`src/hw/rtl/fra_pkg.sv`:
```
// Shared widths and request and result types for the fraction adder.
`default_nettype none

package fra_pkg;

	localparam int OPERAND_WIDTH = 16;
	localparam int PROD_WIDTH = 2 * OPERAND_WIDTH;
	localparam int SUM_WIDTH = 2 * OPERAND_WIDTH + 1;
	localparam int SHIFT_WIDTH = $clog2(PROD_WIDTH + 1);

	typedef struct packed {
		logic [OPERAND_WIDTH-1:0] num_a;
		logic [OPERAND_WIDTH-1:0] den_a;
		logic [OPERAND_WIDTH-1:0] num_b;
		logic [OPERAND_WIDTH-1:0] den_b;
	} req_t;

	typedef struct packed {
		logic [SUM_WIDTH-1:0]  sum_num;
		logic [PROD_WIDTH-1:0] sum_den;
	} rsp_t;

endpackage

`default_nettype wire

```
`src/hw/rtl/fra_div.sv`:
```
// Restoring divider that produces one quotient bit per cycle.
`default_nettype none

module fra_div #(
	parameter int WIDTH = 33
) (
	input  wire logic             clk,
	input  wire logic             arst_n,
	input  wire logic             go,
	input  wire logic [WIDTH-1:0] dividend,
	input  wire logic [WIDTH-1:0] divisor,
	output logic                  done,
	output logic [WIDTH-1:0]      quot
);

	localparam int CW = $clog2(WIDTH + 1);

	logic             run_q;
	logic             done_q;
	logic [CW-1:0]    cnt_q;
	logic [WIDTH-1:0] rem_q;
	logic [WIDTH-1:0] quo_q;
	logic [WIDTH-1:0] dsr_q;

	logic [WIDTH:0]   shifted;
	logic [WIDTH:0]   diff;
	logic             fits;

	assign shifted = {rem_q, quo_q[WIDTH-1]};
	assign diff    = shifted - {1'b0, dsr_q};
	assign fits    = shifted >= {1'b0, dsr_q};

	always_ff @(posedge clk or negedge arst_n) begin
		if (!arst_n) begin
			run_q  <= 1'b0;
			done_q <= 1'b0;
			cnt_q  <= '0;
		end else begin
			done_q <= 1'b0;
			if (go) begin
				run_q <= 1'b1;
				cnt_q <= CW'(WIDTH);
			end else if (run_q) begin
				cnt_q <= cnt_q - 1'b1;
				if (cnt_q == CW'(1)) begin
					run_q  <= 1'b0;
					done_q <= 1'b1;
				end
			end
		end
	end

	always_ff @(posedge clk) begin
		if (go) begin
			rem_q <= '0;
			quo_q <= dividend;
			dsr_q <= divisor;
		end else if (run_q) begin
			rem_q <= fits ? diff[WIDTH-1:0] : shifted[WIDTH-1:0];
			quo_q <= {quo_q[WIDTH-2:0], fits};
		end
	end

	assign done = done_q;
	assign quot = quo_q;

endmodule

`default_nettype wire

```
`src/hw/rtl/fraction_add_reduce.sv`:
```
// Top level of the fraction adder that returns the sum in lowest terms.
//
//  Channel   Signals              Direction  Handshake
//  request   start, busy, req     in         taken when start is high and busy is low
//  result    done, rsp            out        done high for one cycle, cannot be stalled
//
// A zero sum over a zero denominator goes from the multiplier steps through the setup
// step straight to the result. Otherwise the binary gcd loop runs, the common power of
// two is shifted back up, and each of the two divisions runs in the bit-serial divider:
// it is launched, iterates once per quotient bit, and hands its quotient over. A zero
// sum or a zero denominator alone skips the gcd but still runs both divisions.
// Reset clears the sequencer and the strobes; the block is ready right after reset.
// Busy falls in the cycle in which done is shown, so the next request can be taken there.
`default_nettype none

module fraction_add_reduce (
	input  wire logic          clk,
	input  wire logic          arst_n,
	input  wire logic          start,
	input  wire fra_pkg::req_t req,
	output logic               busy,
	output logic               done,
	output fra_pkg::rsp_t      rsp
);

	localparam int W  = fra_pkg::OPERAND_WIDTH;
	localparam int PW = fra_pkg::PROD_WIDTH;
	localparam int NW = fra_pkg::SUM_WIDTH;
	localparam int KW = fra_pkg::SHIFT_WIDTH;

	localparam logic [2:0] S_IDLE  = 3'd0;
	localparam logic [2:0] S_MUL   = 3'd1;
	localparam logic [2:0] S_GINIT = 3'd2;
	localparam logic [2:0] S_GCD   = 3'd3;
	localparam logic [2:0] S_SHIFT = 3'd4;
	localparam logic [2:0] S_DIVN  = 3'd5;
	localparam logic [2:0] S_DIVD  = 3'd6;
	localparam logic [2:0] S_DONE  = 3'd7;

	logic [2:0]    state_q;
	logic [1:0]    mcnt_q;
	logic          div_go_q;
	logic          done_q;
	logic [KW-1:0] k_q;

	fra_pkg::req_t  req_q;
	fra_pkg::rsp_t  rsp_q;
	logic [PW-1:0]  prod_q;
	logic [NW-1:0]  num_q;
	logic [PW-1:0]  den_q;
	logic [NW-1:0]  u_q;
	logic [NW-1:0]  v_q;

	logic [W-1:0]   mul_a;
	logic [W-1:0]   mul_b;
	logic           u_ge_v;
	logic [NW-1:0]  big;
	logic [NW-1:0]  tiny;
	logic [NW-1:0]  diff;
	logic [NW-1:0]  either;
	logic [NW-1:0]  div_dividend;
	logic           div_done;
	logic [NW-1:0]  div_quot;

	always_comb begin
		case (mcnt_q)
			2'd0: begin
				mul_a = req_q.num_a;
				mul_b = req_q.den_b;
			end
			2'd1: begin
				mul_a = req_q.num_b;
				mul_b = req_q.den_a;
			end
			default: begin
				mul_a = req_q.den_a;
				mul_b = req_q.den_b;
			end
		endcase
	end

	assign u_ge_v       = u_q >= v_q;
	assign big          = u_ge_v ? u_q : v_q;
	assign tiny         = u_ge_v ? v_q : u_q;
	assign diff         = big - tiny;
	assign either       = num_q | {1'b0, den_q};
	assign div_dividend = (state_q == S_DIVN) ? num_q : {1'b0, den_q};

	fra_div #(
		.WIDTH(NW)
	) u_div (
		.clk     (clk),
		.arst_n  (arst_n),
		.go      (div_go_q),
		.dividend(div_dividend),
		.divisor (u_q),
		.done    (div_done),
		.quot    (div_quot)
	);

	always_ff @(posedge clk or negedge arst_n) begin
		if (!arst_n) begin
			state_q  <= S_IDLE;
			mcnt_q   <= '0;
			div_go_q <= 1'b0;
			done_q   <= 1'b0;
		end else begin
			div_go_q <= 1'b0;
			done_q   <= 1'b0;
			case (state_q)
				S_IDLE: begin
					if (start) begin
						state_q <= S_MUL;
						mcnt_q  <= '0;
					end
				end
				S_MUL: begin
					mcnt_q <= mcnt_q + 1'b1;
					if (mcnt_q == 2'd3) begin
						state_q <= S_GINIT;
					end
				end
				S_GINIT: begin
					if (num_q == '0 || den_q == '0) begin
						if (either == '0) begin
							state_q <= S_DONE;
						end else begin
							state_q  <= S_DIVN;
							div_go_q <= 1'b1;
						end
					end else begin
						state_q <= S_GCD;
					end
				end
				S_GCD: begin
					if (u_q == v_q) begin
						state_q <= S_SHIFT;
					end
				end
				S_SHIFT: begin
					if (k_q == '0) begin
						state_q  <= S_DIVN;
						div_go_q <= 1'b1;
					end
				end
				S_DIVN: begin
					if (div_done) begin
						state_q  <= S_DIVD;
						div_go_q <= 1'b1;
					end
				end
				S_DIVD: begin
					if (div_done) begin
						state_q <= S_DONE;
					end
				end
				default: begin
					state_q <= S_IDLE;
					done_q  <= 1'b1;
				end
			endcase
		end
	end

	always_ff @(posedge clk) begin
		case (state_q)
			S_IDLE: begin
				if (start) begin
					req_q <= req;
				end
			end
			S_MUL: begin
				prod_q <= PW'(mul_a) * PW'(mul_b);
				if (mcnt_q == 2'd1) begin
					num_q <= {1'b0, prod_q};
				end else if (mcnt_q == 2'd2) begin
					num_q <= num_q + {1'b0, prod_q};
				end else if (mcnt_q == 2'd3) begin
					den_q <= prod_q;
				end
			end
			S_GINIT: begin
				k_q <= '0;
				if (num_q == '0 || den_q == '0) begin
					u_q <= either;
				end else begin
					u_q <= num_q;
					v_q <= {1'b0, den_q};
				end
			end
			S_GCD: begin
				if (u_q != v_q) begin
					case ({u_q[0], v_q[0]})
						2'b00: begin
							u_q <= u_q >> 1;
							v_q <= v_q >> 1;
							k_q <= k_q + 1'b1;
						end
						2'b01: begin
							u_q <= u_q >> 1;
						end
						2'b10: begin
							v_q <= v_q >> 1;
						end
						default: begin
							if (u_ge_v) begin
								u_q <= diff >> 1;
							end else begin
								v_q <= diff >> 1;
							end
						end
					endcase
				end
			end
			S_SHIFT: begin
				if (k_q != '0) begin
					u_q <= u_q << 1;
					k_q <= k_q - 1'b1;
				end
			end
			S_DIVN: begin
				if (div_done) begin
					num_q <= div_quot;
				end
			end
			S_DIVD: begin
				if (div_done) begin
					den_q <= div_quot[PW-1:0];
				end
			end
			default: begin
				rsp_q.sum_num <= num_q;
				rsp_q.sum_den <= den_q;
			end
		endcase
	end

	assign busy = (state_q != S_IDLE);
	assign done = done_q;
	assign rsp  = rsp_q;

	// A result only follows a request that was being worked on.
	a_done_after_busy: assert property (@(posedge clk) disable iff (!arst_n)
		done |-> $past(busy))
		else $error("result strobe without a request in progress");

	// An accepted request makes the block busy in the next cycle.
	a_start_busy: assert property (@(posedge clk) disable iff (!arst_n)
		(start && !busy) |=> busy)
		else $error("request accepted but block not busy");

	// The gcd loop never sees a zero operand, so it always terminates.
	a_gcd_nonzero: assert property (@(posedge clk) disable iff (!arst_n)
		(state_q == S_GCD) |-> (u_q != '0 && v_q != '0))
		else $error("zero operand inside gcd loop");

	// The divider finishes only while the sequencer waits for it.
	a_div_owned: assert property (@(posedge clk) disable iff (!arst_n)
		div_done |-> (state_q == S_DIVN || state_q == S_DIVD))
		else $error("divider finished outside a division step");

	// The divisor is never zero when a division is launched.
	a_div_nonzero: assert property (@(posedge clk) disable iff (!arst_n)
		div_go_q |-> (u_q != '0))
		else $error("division by zero launched");

endmodule

`default_nettype wire
```
`config.mk`:
```
export PLATFORM = sky130hd
export DESIGN_NAME = fraction_add_reduce
export DESIGN_NICKNAME = d
export VERILOG_FILES = /design/src/hw/rtl/fra_pkg.sv /design/src/hw/rtl/fra_div.sv /design/src/hw/rtl/fraction_add_reduce.sv
export SDC_FILE = /design/constraint.sdc
export NUM_CORES = 2
export LEC_CHECK = 0
export BUFFER_PORTS_ARGS = -buffer_cell sky130_fd_sc_hd__buf_2
export CORE_ASPECT_RATIO = 1.1
export CORE_UTILIZATION = 45
export DETAILED_ROUTE_END_ITERATION = 12
export GPL_TIMING_DRIVEN = 0
export PLACE_DENSITY = 0.63
export SLEW_MARGIN = 30
export SYNTH_ARGS = -nofsm -noshare
export SYNTH_HDL_FRONTEND = slang
export SYNTH_SLANG_ARGS = --single-unit
```
`constraint.sdc`:
```
create_clock -name clk -period 12.05 [get_ports clk]
set_clock_uncertainty 0.15 [all_clocks]
set_input_delay 0.6025 -clock clk [delete_from_list [all_inputs] [get_ports clk]]
set_output_delay 0.6025 -clock clk [all_outputs]
set_load 0.005 [all_outputs]
```
==> results.yml <==
timing:
  grt_setup_unrepaired: "false"
  setup_ws_ns: 2.327
  fmax_mhz: 102.9
  fin_tns_setup_ns: 0
  tightestPinTransition_ns: 1.003
  slew_headroom_pct: 31.22
  hold_violations: 0
  min_period_ns: 9.723
  finalCritPeriodShare_pct: 80.68
  setup_viol_count_final: 0
  slew_violations: 0
critical_path:
  end_kind: "register"
  rr_startpoint: "mcnt_q[1]"
  critPathKind: "reg2reg"
  r2r-end: "prod_q[31]"
  cp_common_cell: "fa_1"
  cp-start-kind: "register"
  r2r_cells: 30
  path_max_fanout: 10
  regToRegSetupSlack_ns: 2.33
  critical-path-slowest-cell: "mux2i_1"
  worstPathRequired_ns: 12.29
  critPathArrivalTime_ns: 9.96
  max_stage_delay_ns: 0.79
placement:
  pre_cts_ws_ns: 2.378
  portBuffers: 133
  hpwl_mm: 75.05
  place.gp.congestion: 0.9717
drt:
  ant_nets: 0
  drcViolationCount: 0
  first_pass_iters: 7
  vias: 25370
  via_per_inst: 5.747
  drt_iter0_drc: 2371
  wl_per_cell_um: 21.72
  wl_mm: 95.87
clock_tree:
  cts_made_buffers: 46
  tritoncts: "done"
  hold_buffers: 24
  clkLatencyLatePin_ns: 0.61
  cts.path.max_buffers: 3
  cts.sinks: 411
  cts_max_level: 2
  root_buffer: "clkbuf_16"
  cts-resized-gates: 0
  cts_setup_buffers: 0
  clkTransAtPathRegs_ns: 0.06
finish:
  layout.nets: 3929
  drive_gt1_share_pct: 9.667
  syn_to_final_growth_pct: 12.91
  fillers: 6401
  post-route-util_pct: 51.62
logic_synthesis:
  synth_area_per_cell_um2: 9.796
  synthesis.nets: 3710
  ys_warn_count: 0
  ys_seq_area_share_pct: 37.70
  synth_area_leader_cell: "edfxtp_1"
  synth_most_common_cell: "edfxtp_1"
  async_flop_share_pct: 3.650
  syn_area_um2: 31660
  synth_area_leaders: "edfxtp_1 (34%), fa_1 (12%), ha_1 (8.5%), inv_1 (4.3%), nor2_1 (4.3%)"
  synth.distinct_cells: 99
  synthCells: 3232
  synth-edff-count: 363
  synth_flop_cell: "edfxtp_1"
  ys_seq_elements: 411
  synth_common_cells: "edfxtp_1 (363), inv_1 (362), nor2_1 (360)"
  synth_top_cell_area_share_pct: 34.43
hold_path:
  worstHoldPathType: "in2reg"
  hp-start: "req[34]"
  min_path_cells: 1
  min_to: "req_q[34]"
global_route:
  antenna_found_initial: 0
  grt_pass1_wl_mm: 147.2
  grt_pass1_vias: 25180
  grt_max_degree: 36
  grtUsageTotal_pct: 27.15
  overflow: 0
die:
  core-area_um2: 69250
  initial_core_util_pct: 45.72
  die_width_um: 254.9
  die_h_um: 280.2
  rows: 101
  dieArea_um2: 71420
  io_pins: 134
pwr:
  powerDensity_nw_per_um2: 85.87
  peakVddDrop_uv: 104.9
  leakage_nw: 14.58
run_status:
  status: "complete, no violations"
run:
  cap_viol_max_count: 0
==> cells in the final DEF, fill, tap and decap left out, types with 20 or more instances in the layout <==
master           n
inv_1          360
xor2_1          34
edfxtp_1       363
nor4_1          27
fa_1           197
clkbuf_1       115
o21ai_0         93
a21oi_1        219
ha_1           214
a22o_1          20
a31oi_1         60
dfxtp_1         33
clkbuf_16       48
o221ai_1        29
a21o_1          65
nor2_1         358
a211oi_1        37
dlygate4sd3_1   24
nor2b_1         22
a22oi_1         23
nor3_1          38
nand2b_1        32
buf_2          143
nand3_1         31
mux2_2          46
xnor2_1         80
mux2i_1         62
nand4_1         27
nand2_1        355
==> where the power goes <==
part / switching (mW) / leakage (nW) / internal (mW)
combinational: 0.00630 / 10.2 / 0.0125
sequential: 0 / 3.56 / 1.53
clock: 0.622 / 0.786 / 0.898
total: 0.629 / 14.6 / 2.44
==> critical path, delay by kind of cell, from the launching register on <==
kind | cells | cell delay, ns
compound gates | 9 | 2.14
buf+inv | 8 | 1.72
simple gates | 3 | 0.35
xor+xnor | 1 | 0.29
flops | 1 | 0.42
mux | 1 | 0.79
fa+ha+maj | 8 | 3.61
==> cell type report <==
cell class | count | area [um2] | share of cell area (%)
multi-input combinational | 2324 | 17910 | 50.11
sequential | 411 | 11940 | 33.40
inverter | 364 | 1366 | 3.822
clock buffer | 57 | 1255 | 3.511
timing repair buffer | 171 | 1204 | 3.367
tap | 927 | 1160 | 3.245
buffer | 133 | 545.5 | 1.526
clock inverter | 26 | 364.1 | 1.019
antenna | 1 | 2.502 | 0.007000
==> state kept, by name (all words and copies together) (netlist names) <==
signal	flops
den_q	32
div_go_q	1
done	1
k_q	6
mcnt_q	2
num_q	33
prod_q	32
req_q	64
rsp	65
state_q	3
u_div.cnt_q	6
u_div.done	1
u_div.dsr_q	33
u_div.quot	33
u_div.rem_q	33
u_div.run_q	1
u_q	33
v_q	32
==> per-layer routing <==
metal | track usage (%) | up-vias | wire length (um) | share of wire [%]
met4 | 14.40 | 0 | 5946 | 6.2
met2 | 46.73 | 1042 | 46080 | 48
met5 | 0 | - | 0 | 0
li1 | - | 11800 | - | -
met1 | 32.94 | 12290 | 37550 | 39
met3 | 3.535 | 231 | 6300 | 6.6
==> worst max path at each step <==
stage                   start         end  slack [ns]  cells past startpoint
floorplan           mcnt_q[1]  prod_q[31]        4.19                     30
global placement    mcnt_q[1]  prod_q[31]        2.38                     30
detailed placement  mcnt_q[1]  prod_q[31]        2.38                     30
CTS                 mcnt_q[1]  prod_q[31]        2.33                     30
global route        mcnt_q[1]  prod_q[31]        1.70                     30
finish              mcnt_q[1]  prod_q[31]        2.33                     30
==> kinds of logic (layout without fill, tap and decap cells) <==
group / after synthesis / in the layout / synth area share [%]
DFF: 411 / 411 / 37.70
muxes: 114 / 114 / 3.790
xor gates and xnor gates: 114 / 114 / 3.154
buffers and inverters: 497 / 751 / 6.031
AOI/OAI and AO/OA: 715 / 715 / 14.91
other: 0 / 1 / 0
adders and majority gates: 411 / 411 / 20.91
and+or+nand+nor: 970 / 970 / 13.50
==> through the flow <==
| stage | instance area [um2] | hold WS [ns] | total power [mW] | cells |
|---|---|---|---|---|
| 2_1_floorplan | 31660 | 0.1569 | 1.561 | 3232 |
| 3_3_place_gp | 33490 | 0.3128 | 1.573 | 4292 |
| 3_5_place_dp | 33880 | 0.3307 | 1.573 | 4306 |
| 4_1_cts | 35740 | 0.0001712 | 3.088 | 4413 |
| 5_1_grt | 35740 | 0.009282 | 3.139 | 4413 |
| 6_report | 35750 | 0.02550 | 3.070 | 4414 |
No activity file was read; power rests on OpenSTA's default activity.
